### config.mk
export PLATFORM = sky130hd
export DESIGN_NAME = lcd_page_transpose_unit_flat
export DESIGN_NICKNAME = d
export VERILOG_FILES = /design/src/rtl/lcdpt_pkg.sv /design/src/rtl/lcdpt_if.sv /design/src/rtl/lcdpt_ram.sv /design/src/rtl/lcdpt_ingest.sv /design/src/rtl/lcdpt_emit.sv /design/src/rtl/lcd_page_transpose_unit.sv /design/src/flat_wrapper.sv
export VERILOG_INCLUDE_DIRS = /design/src /design/src/rtl
export SDC_FILE = /design/constraint.sdc
export NUM_CORES = 1
export LEC_CHECK = 0
export ABC_AREA = 1
export BUFFER_PORTS_ARGS = -buffer_cell sky130_fd_sc_hd__buf_2
export CORE_MARGIN = 5
export CORE_UTILIZATION = 35
export CTS_CLUSTER_SIZE = 40
export DETAILED_ROUTE_END_ITERATION = 8
export MAX_ROUTING_LAYER = met4
export PLACE_DENSITY_LB_ADDON = 0.15
export SETUP_SLACK_MARGIN = 0.15
export SYNTH_ARGS = -nofsm -noshare
export SYNTH_HDL_FRONTEND = slang
export SYNTH_SLANG_ARGS = --single-unit
### constraint.sdc
create_clock -name clk -period 5.37 [get_ports clk]
set_input_delay 0.537 -clock clk [delete_from_list [all_inputs] [get_ports clk]]
set_output_delay 0.537 -clock clk [all_outputs]
set_load 0.05 [all_outputs]
### src/rtl/lcd_page_transpose_unit_macros.svh
// assertion macros for the lcd page transpose rtl
`ifndef LCD_PAGE_TRANSPOSE_UNIT_MACROS_SVH
`define LCD_PAGE_TRANSPOSE_UNIT_MACROS_SVH

// same-cycle implication, sampled on clk, off during reset
`define LCDPT_ASSERT_IMP(lbl, ante, cons, msg) \
  lbl: assert property (@(posedge clk) disable iff (!rst_n) (ante) |-> (cons)) \
    else $error(msg);

// next-cycle implication, sampled on clk, off during reset
`define LCDPT_ASSERT_NXT(lbl, ante, cons, msg) \
  lbl: assert property (@(posedge clk) disable iff (!rst_n) (ante) |=> (cons)) \
    else $error(msg);

`endif

### src/rtl/lcdpt_pkg.sv
// types and constants of the lcd page transpose unit
`default_nettype none

package lcdpt_pkg;

  localparam int COLUMNS_DEF = 128;
  localparam int PAGES_DEF   = 8;

  localparam int ROWS_STORED = 7;
  localparam int WORD_W      = ROWS_STORED * 8;
  localparam int PAGE_FLD_W  = 4;

  localparam logic [2:0] ROW_LAST = 3'd7;

  localparam logic [7:0] START_LINE_RST = 8'd64;
  localparam logic [7:0] PAGE_BASE_RST  = 8'd176;
  localparam logic [7:0] COL_HIGH_RST   = 8'd16;
  localparam logic [7:0] COL_LOW_RST    = 8'd0;

  typedef enum logic [1:0] {
    CFG_START_LINE = 2'd0,
    CFG_PAGE_BASE  = 2'd1,
    CFG_COL_HIGH   = 2'd2,
    CFG_COL_LOW    = 2'd3
  } cfg_idx_t;

  typedef enum logic [1:0] {
    CMD_START_LINE = 2'd0,
    CMD_PAGE_ADDR  = 2'd1,
    CMD_COL_HIGH   = 2'd2,
    CMD_COL_LOW    = 2'd3
  } cmd_sel_t;

  typedef struct packed {
    logic [7:0] start_line;
    logic [7:0] page_base;
    logic [7:0] col_high;
    logic [7:0] col_low;
  } cfg_t;

  typedef struct packed {
    logic                  is_data;
    logic [PAGE_FLD_W-1:0] page;
    logic [7:0]            pix;
    logic [WORD_W-1:0]     rows;
  } run_t;

endpackage

`default_nettype wire

### src/rtl/lcdpt_if.sv
// valid/ready channel interfaces for pixel input and controller output
`default_nettype none

interface lcdpt_in_if;
  logic       valid;
  logic       ready;
  logic [7:0] pixel_byte;

  modport source (output valid, output pixel_byte, input ready);
  modport sink   (input valid, input pixel_byte, output ready);
endinterface

interface lcdpt_out_if;
  logic       valid;
  logic       ready;
  logic       is_data;
  logic [7:0] out_byte;
  logic       last_of_run;

  modport source (output valid, output is_data, output out_byte, output last_of_run,
                  input ready);
  modport sink   (input valid, input is_data, input out_byte, input last_of_run,
                  output ready);
endinterface

`default_nettype wire

### src/rtl/lcdpt_ram.sv
// generic single-write single-read ram with registered read
`default_nettype none

module lcdpt_ram #(
  parameter int WIDTH = 8,
  parameter int DEPTH = 16
) (
  input  wire logic                                   clk,
  input  wire logic                                   wr_en,
  input  wire logic [(DEPTH > 1 ? $clog2(DEPTH) : 1)-1:0] wr_addr,
  input  wire logic [WIDTH-1:0]                       wr_data,
  input  wire logic                                   rd_en,
  input  wire logic [(DEPTH > 1 ? $clog2(DEPTH) : 1)-1:0] rd_addr,
  output logic      [WIDTH-1:0]                       rd_data
);

  logic [WIDTH-1:0] mem [DEPTH];

  always_ff @(posedge clk) begin
    if (wr_en) begin
      mem[wr_addr] <= wr_data;
    end
    if (rd_en) begin
      rd_data <= mem[rd_addr];
    end
  end

endmodule

`default_nettype wire

### src/rtl/lcdpt_ingest.sv
// frame position, column buffer read-modify-write and run hand-off
`default_nettype none

module lcdpt_ingest #(
  parameter int COLUMNS = 128,
  parameter int PAGES   = 8
) (
  input  wire logic         clk,
  input  wire logic         rst_n,
  lcdpt_in_if.sink          in_ch,
  output logic              run_valid,
  input  wire logic         run_ready,
  output lcdpt_pkg::run_t   run
);
  import lcdpt_pkg::*;

  localparam int ROW_BYTES = COLUMNS / 8;
  localparam int CB_W      = ROW_BYTES > 1 ? $clog2(ROW_BYTES) : 1;
  localparam int PG_W      = PAGES > 1 ? $clog2(PAGES) : 1;

  logic [CB_W-1:0]   cb_r;
  logic [2:0]        row_r;
  logic [PG_W-1:0]   pg_r;

  logic              s1_valid_r;
  logic [2:0]        s1_row_r;
  logic [7:0]        s1_pix_r;
  logic [CB_W-1:0]   s1_cb_r;
  logic [PG_W-1:0]   s1_pg_r;
  logic              s1_first_r;
  logic              fwd_hit_r;
  logic [WORD_W-1:0] fwd_word_r;

  logic              s1_emit;
  logic              s1_go;
  logic              in_fire;
  logic              wr_en;
  logic [WORD_W-1:0] ram_rd_data;
  logic [WORD_W-1:0] rd_word;
  logic [WORD_W-1:0] merged;

  assign s1_emit   = s1_first_r || (s1_row_r == ROW_LAST);
  assign s1_go     = s1_valid_r && (!s1_emit || run_ready);
  assign in_ch.ready = !s1_valid_r || s1_go;
  assign in_fire   = in_ch.valid && in_ch.ready;
  assign wr_en     = s1_go && (s1_row_r != ROW_LAST);

  // a write in the read cycle to the same entry is forwarded
  assign rd_word = fwd_hit_r ? fwd_word_r : ram_rd_data;

  always_comb begin
    merged = (s1_row_r == 3'd0) ? '0 : rd_word;
    for (int r = 0; r < ROWS_STORED; r++) begin
      if (s1_row_r == 3'(r)) begin
        merged[r*8 +: 8] = s1_pix_r;
      end
    end
  end

  lcdpt_ram #(
    .WIDTH (WORD_W),
    .DEPTH (ROW_BYTES)
  ) u_col_buf (
    .clk     (clk),
    .wr_en   (wr_en),
    .wr_addr (s1_cb_r),
    .wr_data (merged),
    .rd_en   (in_fire),
    .rd_addr (cb_r),
    .rd_data (ram_rd_data)
  );

  always_ff @(posedge clk) begin
    if (!rst_n) begin
      cb_r       <= '0;
      row_r      <= '0;
      pg_r       <= '0;
      s1_valid_r <= 1'b0;
    end else begin
      if (in_fire) begin
        s1_valid_r <= 1'b1;
        if (cb_r == CB_W'(ROW_BYTES - 1)) begin
          cb_r <= '0;
          if (row_r == ROW_LAST) begin
            row_r <= '0;
            pg_r  <= (pg_r == PG_W'(PAGES - 1)) ? '0 : pg_r + 1'b1;
          end else begin
            row_r <= row_r + 3'd1;
          end
        end else begin
          cb_r <= cb_r + 1'b1;
        end
      end else if (s1_go) begin
        s1_valid_r <= 1'b0;
      end
    end
  end

  always_ff @(posedge clk) begin
    if (in_fire) begin
      s1_row_r   <= row_r;
      s1_pix_r   <= in_ch.pixel_byte;
      s1_cb_r    <= cb_r;
      s1_pg_r    <= pg_r;
      s1_first_r <= (row_r == 3'd0) && (cb_r == '0);
      fwd_hit_r  <= wr_en && (s1_cb_r == cb_r);
      fwd_word_r <= merged;
    end
  end

  assign run_valid   = s1_valid_r && s1_emit;
  assign run.is_data = (s1_row_r == ROW_LAST);
  assign run.page    = PAGE_FLD_W'(s1_pg_r);
  assign run.pix     = s1_pix_r;
  assign run.rows    = merged;

endmodule

`default_nettype wire

### src/rtl/lcdpt_emit.sv
// run sequencer: four page commands or eight column bytes per run
`default_nettype none

`include "lcd_page_transpose_unit_macros.svh"

module lcdpt_emit (
  input  wire logic           clk,
  input  wire logic           rst_n,
  input  wire lcdpt_pkg::cfg_t cfg,
  input  wire logic           run_valid,
  output logic                run_ready,
  input  wire lcdpt_pkg::run_t run,
  lcdpt_out_if.source         out_ch
);
  import lcdpt_pkg::*;

  logic                  em_valid_r;
  logic                  em_data_r;
  logic [2:0]            cnt_r;
  logic [WORD_W-1:0]     em_rows_r;
  logic [7:0]            em_pix_r;
  logic [PAGE_FLD_W-1:0] em_pg_r;

  logic       out_fire;
  logic       last;
  logic       run_take;
  logic [2:0] bit_idx;
  logic [7:0] col_byte;
  logic [7:0] cmd_byte;

  assign out_fire  = out_ch.valid && out_ch.ready;
  assign last      = em_data_r ? (cnt_r == 3'd7) : (cnt_r == {1'b0, CMD_COL_LOW});
  assign run_ready = !em_valid_r || (out_fire && last);
  assign run_take  = run_valid && run_ready;
  assign bit_idx   = ~cnt_r;

  // leftmost column first; bit k of the column byte is row k
  always_comb begin
    logic [7:0] lane;
    col_byte = '0;
    for (int k = 0; k < ROWS_STORED; k++) begin
      lane        = em_rows_r[k*8 +: 8];
      col_byte[k] = lane[bit_idx];
    end
    col_byte[7] = em_pix_r[bit_idx];
  end

  always_comb begin
    unique case (cmd_sel_t'(cnt_r[1:0]))
      CMD_START_LINE: cmd_byte = cfg.start_line;
      CMD_PAGE_ADDR:  cmd_byte = cfg.page_base + 8'(em_pg_r);
      CMD_COL_HIGH:   cmd_byte = cfg.col_high;
      CMD_COL_LOW:    cmd_byte = cfg.col_low;
      default:        cmd_byte = cfg.start_line;
    endcase
  end

  always_ff @(posedge clk) begin
    if (!rst_n) begin
      em_valid_r <= 1'b0;
      cnt_r      <= '0;
    end else begin
      if (run_take) begin
        em_valid_r <= 1'b1;
        cnt_r      <= '0;
      end else if (out_fire) begin
        if (last) begin
          em_valid_r <= 1'b0;
        end else begin
          cnt_r <= cnt_r + 3'd1;
        end
      end
    end
  end

  always_ff @(posedge clk) begin
    if (run_take) begin
      em_data_r <= run.is_data;
      em_rows_r <= run.rows;
      em_pix_r  <= run.pix;
      em_pg_r   <= run.page;
    end
  end

  assign out_ch.valid       = em_valid_r;
  assign out_ch.is_data     = em_data_r;
  assign out_ch.out_byte    = em_data_r ? col_byte : cmd_byte;
  assign out_ch.last_of_run = last;

  `LCDPT_ASSERT_IMP(a_cmd_count, em_valid_r && !em_data_r, cnt_r[2] == 1'b0, "command run past four words")
  `LCDPT_ASSERT_NXT(a_run_continues, out_fire && !last, em_valid_r, "run dropped before its last word")
  `LCDPT_ASSERT_IMP(a_take_when_free, run_take, !em_valid_r || (out_fire && last), "run taken over a busy run")
  `LCDPT_ASSERT_NXT(a_run_starts, run_take, em_valid_r && (cnt_r == 3'd0), "new run not started at its first word")

endmodule

`default_nettype wire

### src/rtl/lcd_page_transpose_unit.sv
// top level of the lcd page transpose unit: config registers, ingest and run emitter
// a run's first word is registered twice: in the ingest stage and then in the emitter
// throughput: one pixel word per cycle on rows 0 to 6; a row-7 word or a page's first word
// waits until the emitter has sent out its previous run, set by the single output port
// the column buffer is read, merged and written back in one pass per word, with forwarding
// reset: position, pipeline valid and config registers return to defaults; buffer is not cleared
`default_nettype none

module lcd_page_transpose_unit #(
  parameter int COLUMNS = lcdpt_pkg::COLUMNS_DEF,
  parameter int PAGES   = lcdpt_pkg::PAGES_DEF
) (
  input  wire logic       clk,
  input  wire logic       rst_n,
  lcdpt_in_if.sink        in_ch,
  lcdpt_out_if.source     out_ch,
  input  wire logic       cfg_we,
  input  wire logic [1:0] cfg_index,
  input  wire logic [7:0] cfg_wdata
);
  import lcdpt_pkg::*;

  cfg_t cfg_r;
  logic run_valid;
  logic run_ready;
  run_t run;

  always_ff @(posedge clk) begin
    if (!rst_n) begin
      cfg_r.start_line <= START_LINE_RST;
      cfg_r.page_base  <= PAGE_BASE_RST;
      cfg_r.col_high   <= COL_HIGH_RST;
      cfg_r.col_low    <= COL_LOW_RST;
    end else if (cfg_we) begin
      unique case (cfg_idx_t'(cfg_index))
        CFG_START_LINE: cfg_r.start_line <= cfg_wdata;
        CFG_PAGE_BASE:  cfg_r.page_base  <= cfg_wdata;
        CFG_COL_HIGH:   cfg_r.col_high   <= cfg_wdata;
        CFG_COL_LOW:    cfg_r.col_low    <= cfg_wdata;
        default:        cfg_r            <= cfg_r;
      endcase
    end
  end

  lcdpt_ingest #(
    .COLUMNS (COLUMNS),
    .PAGES   (PAGES)
  ) u_ingest (
    .clk       (clk),
    .rst_n     (rst_n),
    .in_ch     (in_ch),
    .run_valid (run_valid),
    .run_ready (run_ready),
    .run       (run)
  );

  lcdpt_emit u_emit (
    .clk       (clk),
    .rst_n     (rst_n),
    .cfg       (cfg_r),
    .run_valid (run_valid),
    .run_ready (run_ready),
    .run       (run),
    .out_ch    (out_ch)
  );

endmodule

`default_nettype wire
### src/flat_wrapper.sv
// flat-port wrapper written by rule: the top's interface ports become plain ports
module lcd_page_transpose_unit_flat import lcdpt_pkg::*;
#(
  parameter int COLUMNS = lcdpt_pkg::COLUMNS_DEF,
  parameter int PAGES   = lcdpt_pkg::PAGES_DEF
)
  (clk, rst_n, cfg_we, cfg_index, cfg_wdata, in_ch_valid, in_ch_pixel_byte, in_ch_ready, out_ch_valid, out_ch_is_data, out_ch_out_byte, out_ch_last_of_run, out_ch_ready);
  lcdpt_in_if in_ch_i ();
  lcdpt_out_if out_ch_i ();
  input  wire logic clk;
  input  wire logic rst_n;
  input  wire logic cfg_we;
  input  wire logic [1:0] cfg_index;
  input  wire logic [7:0] cfg_wdata;
  input wire logic [$bits(in_ch_i.valid)-1:0] in_ch_valid;
  input wire logic [$bits(in_ch_i.pixel_byte)-1:0] in_ch_pixel_byte;
  output wire logic [$bits(in_ch_i.ready)-1:0] in_ch_ready;
  output wire logic [$bits(out_ch_i.valid)-1:0] out_ch_valid;
  output wire logic [$bits(out_ch_i.is_data)-1:0] out_ch_is_data;
  output wire logic [$bits(out_ch_i.out_byte)-1:0] out_ch_out_byte;
  output wire logic [$bits(out_ch_i.last_of_run)-1:0] out_ch_last_of_run;
  input wire logic [$bits(out_ch_i.ready)-1:0] out_ch_ready;
  assign in_ch_i.valid = in_ch_valid;
  assign in_ch_i.pixel_byte = in_ch_pixel_byte;
  assign in_ch_ready = in_ch_i.ready;
  assign out_ch_valid = out_ch_i.valid;
  assign out_ch_is_data = out_ch_i.is_data;
  assign out_ch_out_byte = out_ch_i.out_byte;
  assign out_ch_last_of_run = out_ch_i.last_of_run;
  assign out_ch_i.ready = out_ch_ready;
  lcd_page_transpose_unit #(.COLUMNS(COLUMNS), .PAGES(PAGES)) u_core (.clk(clk), .rst_n(rst_n), .in_ch(in_ch_i), .out_ch(out_ch_i), .cfg_we(cfg_we), .cfg_index(cfg_index), .cfg_wdata(cfg_wdata));
endmodule
---- Yosys cells after proc, flatten, opt, wreduce, memory -nomap -nowiden ----
Memories as Yosys holds them, arrays and structs flattened. A register that Yosys moved wholly into a read port is not among the register bits.
Index checks and enable logic that the tools add are counted.
storage, ports and cells
  memories kept ........................... 1
  RAM bits ................................ 896
  bits in registers ....................... 191
memory list
  memory                         depth  width  rd ports  clocked after Yosys merged registers in  wr ports  RTL line         source
  u_core.u_ingest.u_col_buf.mem  16     56     1         1                                        1         lcdpt_ram.sv:17  logic [WIDTH-1:0] mem [DEPTH];
cells by class
  add/subtract/negate cells ............... 5
  muxes and demuxes ....................... 38
  order comparisons ....................... 1
  reductions and logical operators ........ 33
  bitwise logic cells ..................... 3
  eq/ne operators ......................... 20
operators by type and width
  kind                                                                           count
  56-bit two-way mux                                                             2
  8-bit two-way mux                                                              8
  8-bit case mux with 4 select lines                                             1
  1-bit binary-select mux with 3-bit select                                      8
  3-bit == test (second input constant)                                          7
  1-bit two-way mux                                                              16
  2-bit AND reduction                                                            7
  3-bit by 1-bit adder with 3-bit output (second input constant)                 3
  3-bit by 2-bit == test with 1-bit output (second input constant)               3
  1-bit logical AND                                                              9
  8-bit by 3-bit adder with 8-bit output                                         1
  2-bit == test (second input constant)                                          4
  3-bit logical NOT                                                              2
  3-bit two-way mux                                                              2
  2-bit nonzero test                                                             3
  4-bit by 1-bit adder with 4-bit output (second input constant)                 1
  2-bit by 1-bit == test with 1-bit output (second input constant)               2
  4-bit == test                                                                  1
  4-bit == test (second input constant)                                          1
  2-bit logical NOT                                                              2
  4-bit logical NOT                                                              1
  1-bit logical OR                                                               4
  3-bit by 4-bit less-than comparator with 1-bit output (second input constant)  1
  4-bit two-way mux                                                              1
  7 further kinds                                                                10

---- Logic depth before layout (Yosys ltp) ----
Gate-level depths: netlist (run 1).
  depth in word-level cells ............... 9
  mapped depth ............................ 11

---- Cells and area by module ----
Synthesis (run 1) repeated with hierarchy kept, for this count alone.
second synthesis, totals
  cells, all modules ...................... 4601
  area, all modules ....................... 49082.1 um^2
modules (own cells, without submodules)
  module                   cells an instance  instances  sequential area each (um^2)  area an instance (um^2)
  lcdpt_ram                3688               1          28587.4                      40239.8
  lcdpt_ingest             396                1          2502.4                       4156.5
  lcdpt_emit               319                1          2152.1                       3372.0
  lcd_page_transpose_unit  198                1          640.6                        1313.8

---- Worst setup path before layout (run 1) ----
OpenSTA, ideal clock, no wires.
  path type ............................... reg2reg
  from .................................... register u_core.u_emit.em_data_r (netlist: u_core.u_emit.out_ch.is_data)
  to ...................................... memory u_core.u_ingest.u_col_buf.mem[15][0] (netlist name) (enable)
  cell stages (with the launch flop) ...... 8
  period minus slack after synthesis ...... 5.743 ns
  path slack .............................. -0.373 ns
  setup time .............................. 0.539 ns
  arrival ................................. 5.203 ns
  data required time ...................... 4.831 ns
  cell sequence ........................... edfxtp_1 buf_6 inv_2 nand2_2 nand4_2 nand2_1 o211ai_2 nor3_1
on the way
  word-level cells in the longest chain between the ends .. 8
RTL lines
  what                                     RTL line            source
  from (decl)                              lcdpt_emit.sv:18    logic em_data_r;
  from (signal assigned)                   lcdpt_emit.sv:78    em_data_r <= run.is_data;
  1-bit two-way mux                        lcdpt_emit.sv:32    assign last = em_data_r ? (cnt_r == 3'd7) : (cnt_r == {1'b0, CMD_COL_LOW});
  1-bit logical AND                        lcdpt_emit.sv:33    assign run_ready = !em_valid_r || (out_fire && last);
  1-bit logical OR                         lcdpt_emit.sv:33
  1-bit logical OR                         lcdpt_ingest.sv:43  assign s1_go = s1_valid_r && (!s1_emit || run_ready);
  1-bit logical AND                        lcdpt_ingest.sv:43
  1-bit logical AND                        lcdpt_ingest.sv:46  assign wr_en = s1_go && (s1_row_r != ROW_LAST);
  1-bit two-way mux                        lcdpt_ram.sv:20     if (wr_en) begin
  1-bit two-way mux (implied by the code)  lcdpt_ram.sv:21     mem[wr_addr] <= wr_data;
  to (decl)                                lcdpt_ram.sv:17
No other way between the ends.

---- Final worst setup path (run 1) ----
  from .................................... register u_core.u_emit.cnt_r[0]
  to ...................................... output port out_ch_out_byte[3]
on the way
  word-level cells in the longest chain between the ends .. 4
RTL lines
  what                                       RTL line            source
  from (decl)                                lcdpt_emit.sv:19    logic [2:0] cnt_r;
  from (signal assigned)                     lcdpt_emit.sv:70    cnt_r <= cnt_r + 3'd1;
  3-bit NOT                                  lcdpt_emit.sv:35    assign bit_idx = ~cnt_r;
  1-bit binary-select mux with 3-bit select  lcdpt_emit.sv:43    col_byte[k] = lane[bit_idx];
  1-bit two-way mux (implied by the code)    lcdpt_emit.sv:43
  8-bit two-way mux *                        lcdpt_emit.sv:87    assign out_ch.out_byte = em_data_r ? col_byte : cmd_byte;
  to (decl)                                  flat_wrapper.sv:20  output wire logic [$bits(out_ch_i.out_byte)-1:0] out_ch_out_byte;
Mark *: on every way between the ends. The rest lies on a longest branch, timed or not. The select of a mux whose other input is x is not followed.

==> impl_metrics.toml, run 1 <==
[timing]
hold_viol = 0
max_slew_margin_pct = 11.8
timing.final.crit_period_ps = 4180
clock_skew_ps = 40.8
worstMarginPinSlew_ps = 1320
rsz0062_at_grt = "no"
setup-tns-final_ps = 0
fin_crit_sh_pct = 77.8
drv_slew = 0
timing.fmax_mhz = 239
fin_ws_ps = 1190
setup_viol = 0

[grt]
grt_max_degree = 204
grt_overflow_total = 0
antenna_found_initial = 4
grt_pass1_wl_mm = 192
grt.total_usage_pct = 19.7
first_global_vias = 27100

[setup_path]
cp.required_ps = 4830
criticalPathCategory = "flip-flop to output pin"
start_kind = "flip-flop"
cp_cell_sequence = "buf_4 -> inv_1 -> buf_4 -> ha_1 -> a221oi_1 -> o21ai_0 -> nand2_1 -> nand3_1 -> buf_2"
cp_common_cell = "buf_4"
worstPathMaxFanout = 35
arrival_ps = 3640
cpPeakStageDelay_ps = 380
crit_path_top_delay_cell = "nand3_1"
cp-end-kind = "output pin"

[final_layout]
layout.nets = 3505
stdcell_count = 5211
layout_common_cells = "edfxtp_1, nor2_1, o21ai_0, nand2_1, o22ai_1"
fillCellCount = 11800
drive_gt1_share_pct = 10.8
layout_commonest_cell = "edfxtp_1"
fin_area_um2 = 51100
syn_to_final_growth_pct = 14.8

[clock_tree]
cts_max_level = 3
cts.sinks = 1143
clock_latency_ps = 750
cts.path.max_buffers = 3
ctsResizeCount = 0
root_buffer = "clkbuf_16"
cts_tree = "built"
cts_setup_buffers = 0
path_clk_slew_ps = 60
cts_buffers = 119

[floorplanning]
ios = 35
row_count = 130
start_util_pct = 35.3
die_w_um = 367
dieArea_um2 = 134000
fp.dieH_um = 367
coreArea_um2 = 126000

[power_and_ir_drop]
swShare_pct = 23.8
pwr-share-seq_pct = 52.0
clkPwrFrac_pct = 39.9
intPower_uw = 15000
combPwrFrac_pct = 8.1
power.density_nw_per_um2 = 385
vdd_drop_max_v = 0.000243
net-switching-power_uw = 4690
leakage_uw = 0.0167

[place]
place.gp.congestion = 0.785
dp_slack_ps = 1630
portBuffers = 34
place_area_um2 = 47400
dp.cells = 4989
detailed_place_hpwl_mm = 71.4

[routing]
vias = 28100
wl_per_cell_um = 25.2
drtPass1Iterations = 6
viasPerCell = 5.39
drtIter0Drc = 2791
ant_nets = 0
drcViolationCount = 0
drt-total-wl_mm = 131

[synth]
syn-num-nets = 3447
ys_types = 41
avgSynthCellArea_um2 = 13.1
synth_cells = 3409
synth-seq-cells = 1143
seq_area_frac_synth_pct = 76.0
ys_warn_count = 0
syn_area_um2 = 44500

[run_status]
status = "complete, no violations"

[min_path]
min_path_type = "primary input to flip-flop"

[flow_run]
drv_cap = 0
## kinds of logic (layout without fill, tap and decap cells)
kind of cell / count (synthesis) / after routing / share of synthesized area, %
AOI/OAI and AO/OA: 843 / 843 / 10.7
muxes: 1 / 1 / 0.0225
xor gates and xnor gates: 4 / 4 / 0.0787
adders and majority gates: 15 / 15 / 0.438
DFF: 1143 / 1143 / 76.0
other: 0 / 2 / 0
buffers and inverters: 267 / 417 / 2.61
and+or+nand+nor: 1136 / 1136 / 10.2
## stage by stage
stage	total power, µW	hold slack (ps)	utilization, %
4_1_cts	19900	28.9	40.6
5_1_grt	20400	91.7	40.6
2_1_floorplan	11300	400	-
3_3_place_gp	12000	402	37.6
3_5_place_dp	12000	405	37.6
6_report	19700	99.0	40.6
## flip-flops by register name, summed over array words and instances (netlist names), 4 cells and up
register                           count
u_core.u_ingest.fwd_word_r            56
u_core.u_ingest.s1_pix_r               8
u_core.u_ingest.s1_cb_r                4
u_core.u_ingest.cb_r                   4
u_core.cfg_r                          32
u_core.u_ingest.u_col_buf.mem        896
u_core.u_emit.em_pix_r                 8
u_core.u_ingest.u_col_buf.rd_data     56
u_core.u_emit.em_rows_r               56
## worst max-delay path, delay by kind of cell (launching register included)
kind	cells	cell delay [ps]
buffers and inverters	4	1070
and+or+nand+nor	2	610
AOI/OAI and AO/OA	2	510
adders and majority gates	1	350
DFF	1	340
## Yosys cell counts, drive strengths merged
master	instances	area [µm²]
edfxtp	1096	32900
nor2	680	2560
o21ai	512	2560
nand2	356	1350
o22ai	241	1510
clkbuf	106	398
buf	104	548
nand4	62	394
inv	57	216
dfxtp	47	941
o32ai	47	412
nand3	33	193
a21oi	23	119
ha	14	175
a31oi	8	50.1
o211ai	6	50.1
a221oi	3	26.3
xnor2	3	26.3
nor3	2	10.0
o221ai	2	17.5
and2	1	6.26
fa	1	20.0
mux2i	1	10.0
nor4	1	6.26
o21bai	1	7.51
or2	1	6.26
xor2	1	8.76
## power by group through the flow
stage / clock network (µW) / registers, µW / logic [µW]
final: 7860 / 10200 / 1590
after CTS: 8030 / 10200 / 1610
after global placement: 0 / 10400 / 1600
after detailed placement: 0 / 10400 / 1600
after global routing: 8400 / 10200 / 1740
after floorplan: 0 / 10400 / 915
## routing by layer
| layer | global-route usage, % | part of all wire, % | vias to the layer above |
|---|---|---|---|
| met5 | - | 0 | - |
| met2 | 29.8 | 46 | 773 |
| met3 | 2.87 | 5.3 | 189 |
| met1 | 27.8 | 47 | 14400 |
| li1 | - | - | 12700 |
| met4 | 5.58 | 2.4 | 0 |
## worst paths after layout
path	start	end	slack [ps]	cells past startpoint
worst min-delay path	cfg_wdata[6]	u_core.cfg_r[30]	100	3
worst max-delay path	u_core.u_emit.cnt_r[0]	out_ch_out_byte[3]	1190	9
worst min register to register	u_core.u_ingest.s1_pg_r[1]	u_core.u_emit.em_pg_r[1]	420	0
worst max register to register	u_core.u_ingest.s1_row_r[0]	u_core.u_ingest.u_col_buf.mem[7][10]	1600	4
## what timing repair did
action / 4_1_cts / 5_1_grt
hold endpoints to repair: 7 / 0
hold buffers: 7 / 0
setup endpoints to repair: 0 / 0
## layout make-up
cell class,instances,area [µm²],area share [%]
antenna,2,5.00,0.00979
timing repair buffer,147,1210,2.37
sequential,1143,33900,66.2
tap,1650,2060,4.04
clock buffer,164,3250,6.35
inverter,57,250,0.489
clock inverter,49,408,0.798
multi-input combinational,1999,10100,19.7
Note: power is estimated with default switching activity, not from simulation.
==> inputs of run 2 (changes only) <==
- ABC_AREA: 1 -> 0
- clock period: 5.37 -> 3.3 ns (I/O delays scaled with it)
==> run 2 against run 1 <==
  * Combinational power increased by 18%
  * Clock power is 68% higher
  * Sequential power increased by 63%
  * Register-to-register slack got worse by 1000 ps
  * Wire length down 17%
  * Synthesized area decreased by 0.42%
  * Hold slack got worse by 15 ps
==> impl_metrics.toml, run 2 <==
[synth]
synth_compound_area_share_pct = 1.65
seq_area_frac_synth_pct = 76.3
synth-simple-area-share_pct = 2.01
ys_warn_count = 0
synth.area.mux_share_pct = 17.7
synth_xor_area_share_pct = 0.175
synthAdderAreaFrac_pct = 0.440
synthArstFlopShare_pct = 0
synthFlopType = "edfxtp_1"
syn_area_um2 = 44300
synth-seq-cells = 1143
ys_top_cells_by_count = "edfxtp_1, mux4_2, mux2i_1, nand2_1, mux4_1"
yosysTopAreaCellShare_pct = 74.2
ys_types = 55
yosys.area.top_type = "edfxtp_1"
synth_edf_count = 1096
synth_cells = 2002
synthTopCellsByArea = "edfxtp_1, mux4_2, mux4_1, dfxtp_1, mux2i_1"
yosysMostFrequentCell = "edfxtp_1"
synth_top_family_by_area = "multiplexers"
avgSynthCellArea_um2 = 22.2
syn-num-nets = 2040

[routing]
viasPerCell = 5.25
drtIter0Drc = 1769
drcViolationCount = 0
drtPass1Iterations = 7
vias = 20900
wl_per_cell_um = 27.6
ant_nets = 0
drt-total-wl_mm = 110

[floorplanning]
row_count = 130
die_w_um = 366
ios = 35
coreArea_um2 = 126000
fp.dieH_um = 366
start_util_pct = 35.3
dieArea_um2 = 134000

[final_layout]
layout.nets = 2256
drive_gt1_share_pct = 27.1
layout_common_cells = "edfxtp_1, mux4_2, clkbuf_16, buf_4, nand2_1"
syn_to_final_growth_pct = 17.2
regMostFlops = "u_core.u_ingest.u_col_buf.mem"
post-route-util_pct = 41.3
largest_reg_flops = 896
layout_commonest_cell = "edfxtp_1"

[grt]
antenna_found_initial = 2
first_global_vias = 22000
grt_max_degree = 83
grt_overflow_total = 0
grt.total_usage_pct = 16.7
grt_pass1_wl_mm = 159

[place]
portBuffers = 34
detailed_place_hpwl_mm = 59.5
place.gp.congestion = 0.780

[clock_tree]
cts_max_level = 3
cts.sinks = 1143
root_buffer = "clkbuf_16"
cts_tree = "built"
path_clk_slew_ps = 60
cts.path.max_buffers = 3
cts_buffers = 119
clock_latency_ps = 700

[setup_path]
start_kind = "flip-flop"
cp-end-kind = "output pin"
crit_path_top_delay_cell = "ha_1"
r2r-end = "u_core.u_ingest.u_col_buf.mem[4][43]"
reg2reg_from = "u_core.u_emit.cnt_r[0]"
cpPeakStageDelay_ps = 410
worstPathMaxFanout = 4
reg2reg_slack_ps = 580
reg2reg_depth = 7
criticalPathCategory = "flip-flop to output pin"
arrival_ps = 2730
cp.required_ps = 2970
cp_cell_sequence = "ha_1 -> a21oi_2 -> a21oi_1 -> xnor2_1 -> o41ai_1 -> buf_4"

[timing]
worstMarginPinSlew_ps = 1210
timing.fmax_mhz = 327
rsz0062_at_grt = "yes"
timing.final.crit_period_ps = 3060
max_slew_margin_pct = 18.6
drv_slew = 0
fin_crit_sh_pct = 92.6
hold_viol = 0
setup_viol = 0
clock_skew_ps = 33.8

[power_and_ir_drop]
combPwrFrac_pct = 5.9
power.density_nw_per_um2 = 608
power_uw = 31600
swShare_pct = 21.3
net-switching-power_uw = 6720
intPower_uw = 24900
vdd_drop_max_v = 0.000393
pwr-share-seq_pct = 52.4
leakage_uw = 0.0165
clkPwrFrac_pct = 41.7

[min_path]
min_path_type = "primary input to flip-flop"
worstHoldStart = "out_ch_ready"
hold_end = "u_core.u_emit.cnt_r[2]"
hold_depth = 4

[flow_run]
drv_cap = 0

[run_status]
status = "complete, no violations"
-- run 2: routing by layer --
layer	global-route usage [%]	wire length, µm	up-vias
li1	-	-	8889
met1	22.4	48200	11300
met2	27.4	54300	527
met3	2.33	5020	140
met4	4.10	2100	0
met5	-	0	-
-- run 2: final cells by class --
class / instances / area [µm²]
clock inverters: 73 / 673
diodes: 2 / 5.00
flip-flops and latches: 1143 / 33900
multi-input cells: 734 / 10100
repair buffers: 200 / 2020
inverters: 20 / 78.8
fillers: 10900 / 73800
clock buffers: 151 / 3170
well taps: 1650 / 2060
-- run 2: timing repair --
action,in CTS,in global routing
hold endpoints to repair,44,0
hold buffers,18,0
cloned,1,0
buffers inserted,1,3
setup endpoints to repair,7,8
pin swaps,0,2
gates resized for setup,11,17
-- run 2: logic make-up after synthesis --
kind of cell	Yosys count
buf+inv	125
xor+xnor	8
compound gates	122
mux	390
flops	1143
simple gates	199
fa+ha+maj	15
-- run 2: critical path, delay by kind of cell (launching register included) --
family	cells	cell delay (ps)
DFF	1	380
adders and majority gates	1	410
xor gates and xnor gates	1	140
AOI/OAI and AO/OA	3	820
buffers and inverters	1	290
-- run 2: worst max path at each step --
stage / from / to / slack (ps) / cells after the start
6_report: u_core.u_emit.em_pg_r[2] / out_ch_out_byte[7] / 240 / 6
5_1_grt: u_core.u_emit.em_pg_r[2] / out_ch_out_byte[7] / 80 / 6
4_1_cts: u_core.u_emit.em_pg_r[0] / out_ch_out_byte[2] / 120 / 7
3_5_place_dp: u_core.u_emit.cnt_r[0] / u_core.u_ingest.u_col_buf.mem[4][42] / 610 / 7
3_3_place_gp: u_core.u_emit.cnt_r[0] / u_core.u_ingest.u_col_buf.mem[9][4] / 600 / 7
2_1_floorplan: u_core.u_emit.out_ch.is_data / u_core.u_ingest.u_col_buf.mem[8][0] / -840 / 7
-- run 2: metrics by stage --
step           setup WS [ps]  instance area (µm²)  hold WS (ps)  instances  setup TNS [ps]
2_1_floorplan           -843                44600           400       2002         -463640
6_report                 244                52000          84.4       3973               0
4_1_cts                  116                51900          29.8       3968               0
5_1_grt                 75.9                52000          97.6       3973               0
3_5_place_dp             614                47700           413       3724               0
3_3_place_gp             604                47700           407       3724               0
-- run 2: power groups by stage --
| stage | registers [µW] | logic [µW] | clock network [µW] |
|---|---|---|---|
| finish | 16600 | 1870 | 13200 |
| CTS | 16600 | 1900 | 13500 |
| global route | 16600 | 2020 | 14200 |
| floorplan | 16800 | 1200 | 0 |
| detailed placement | 16900 | 1870 | 0 |
| global placement | 16800 | 1830 | 0 |
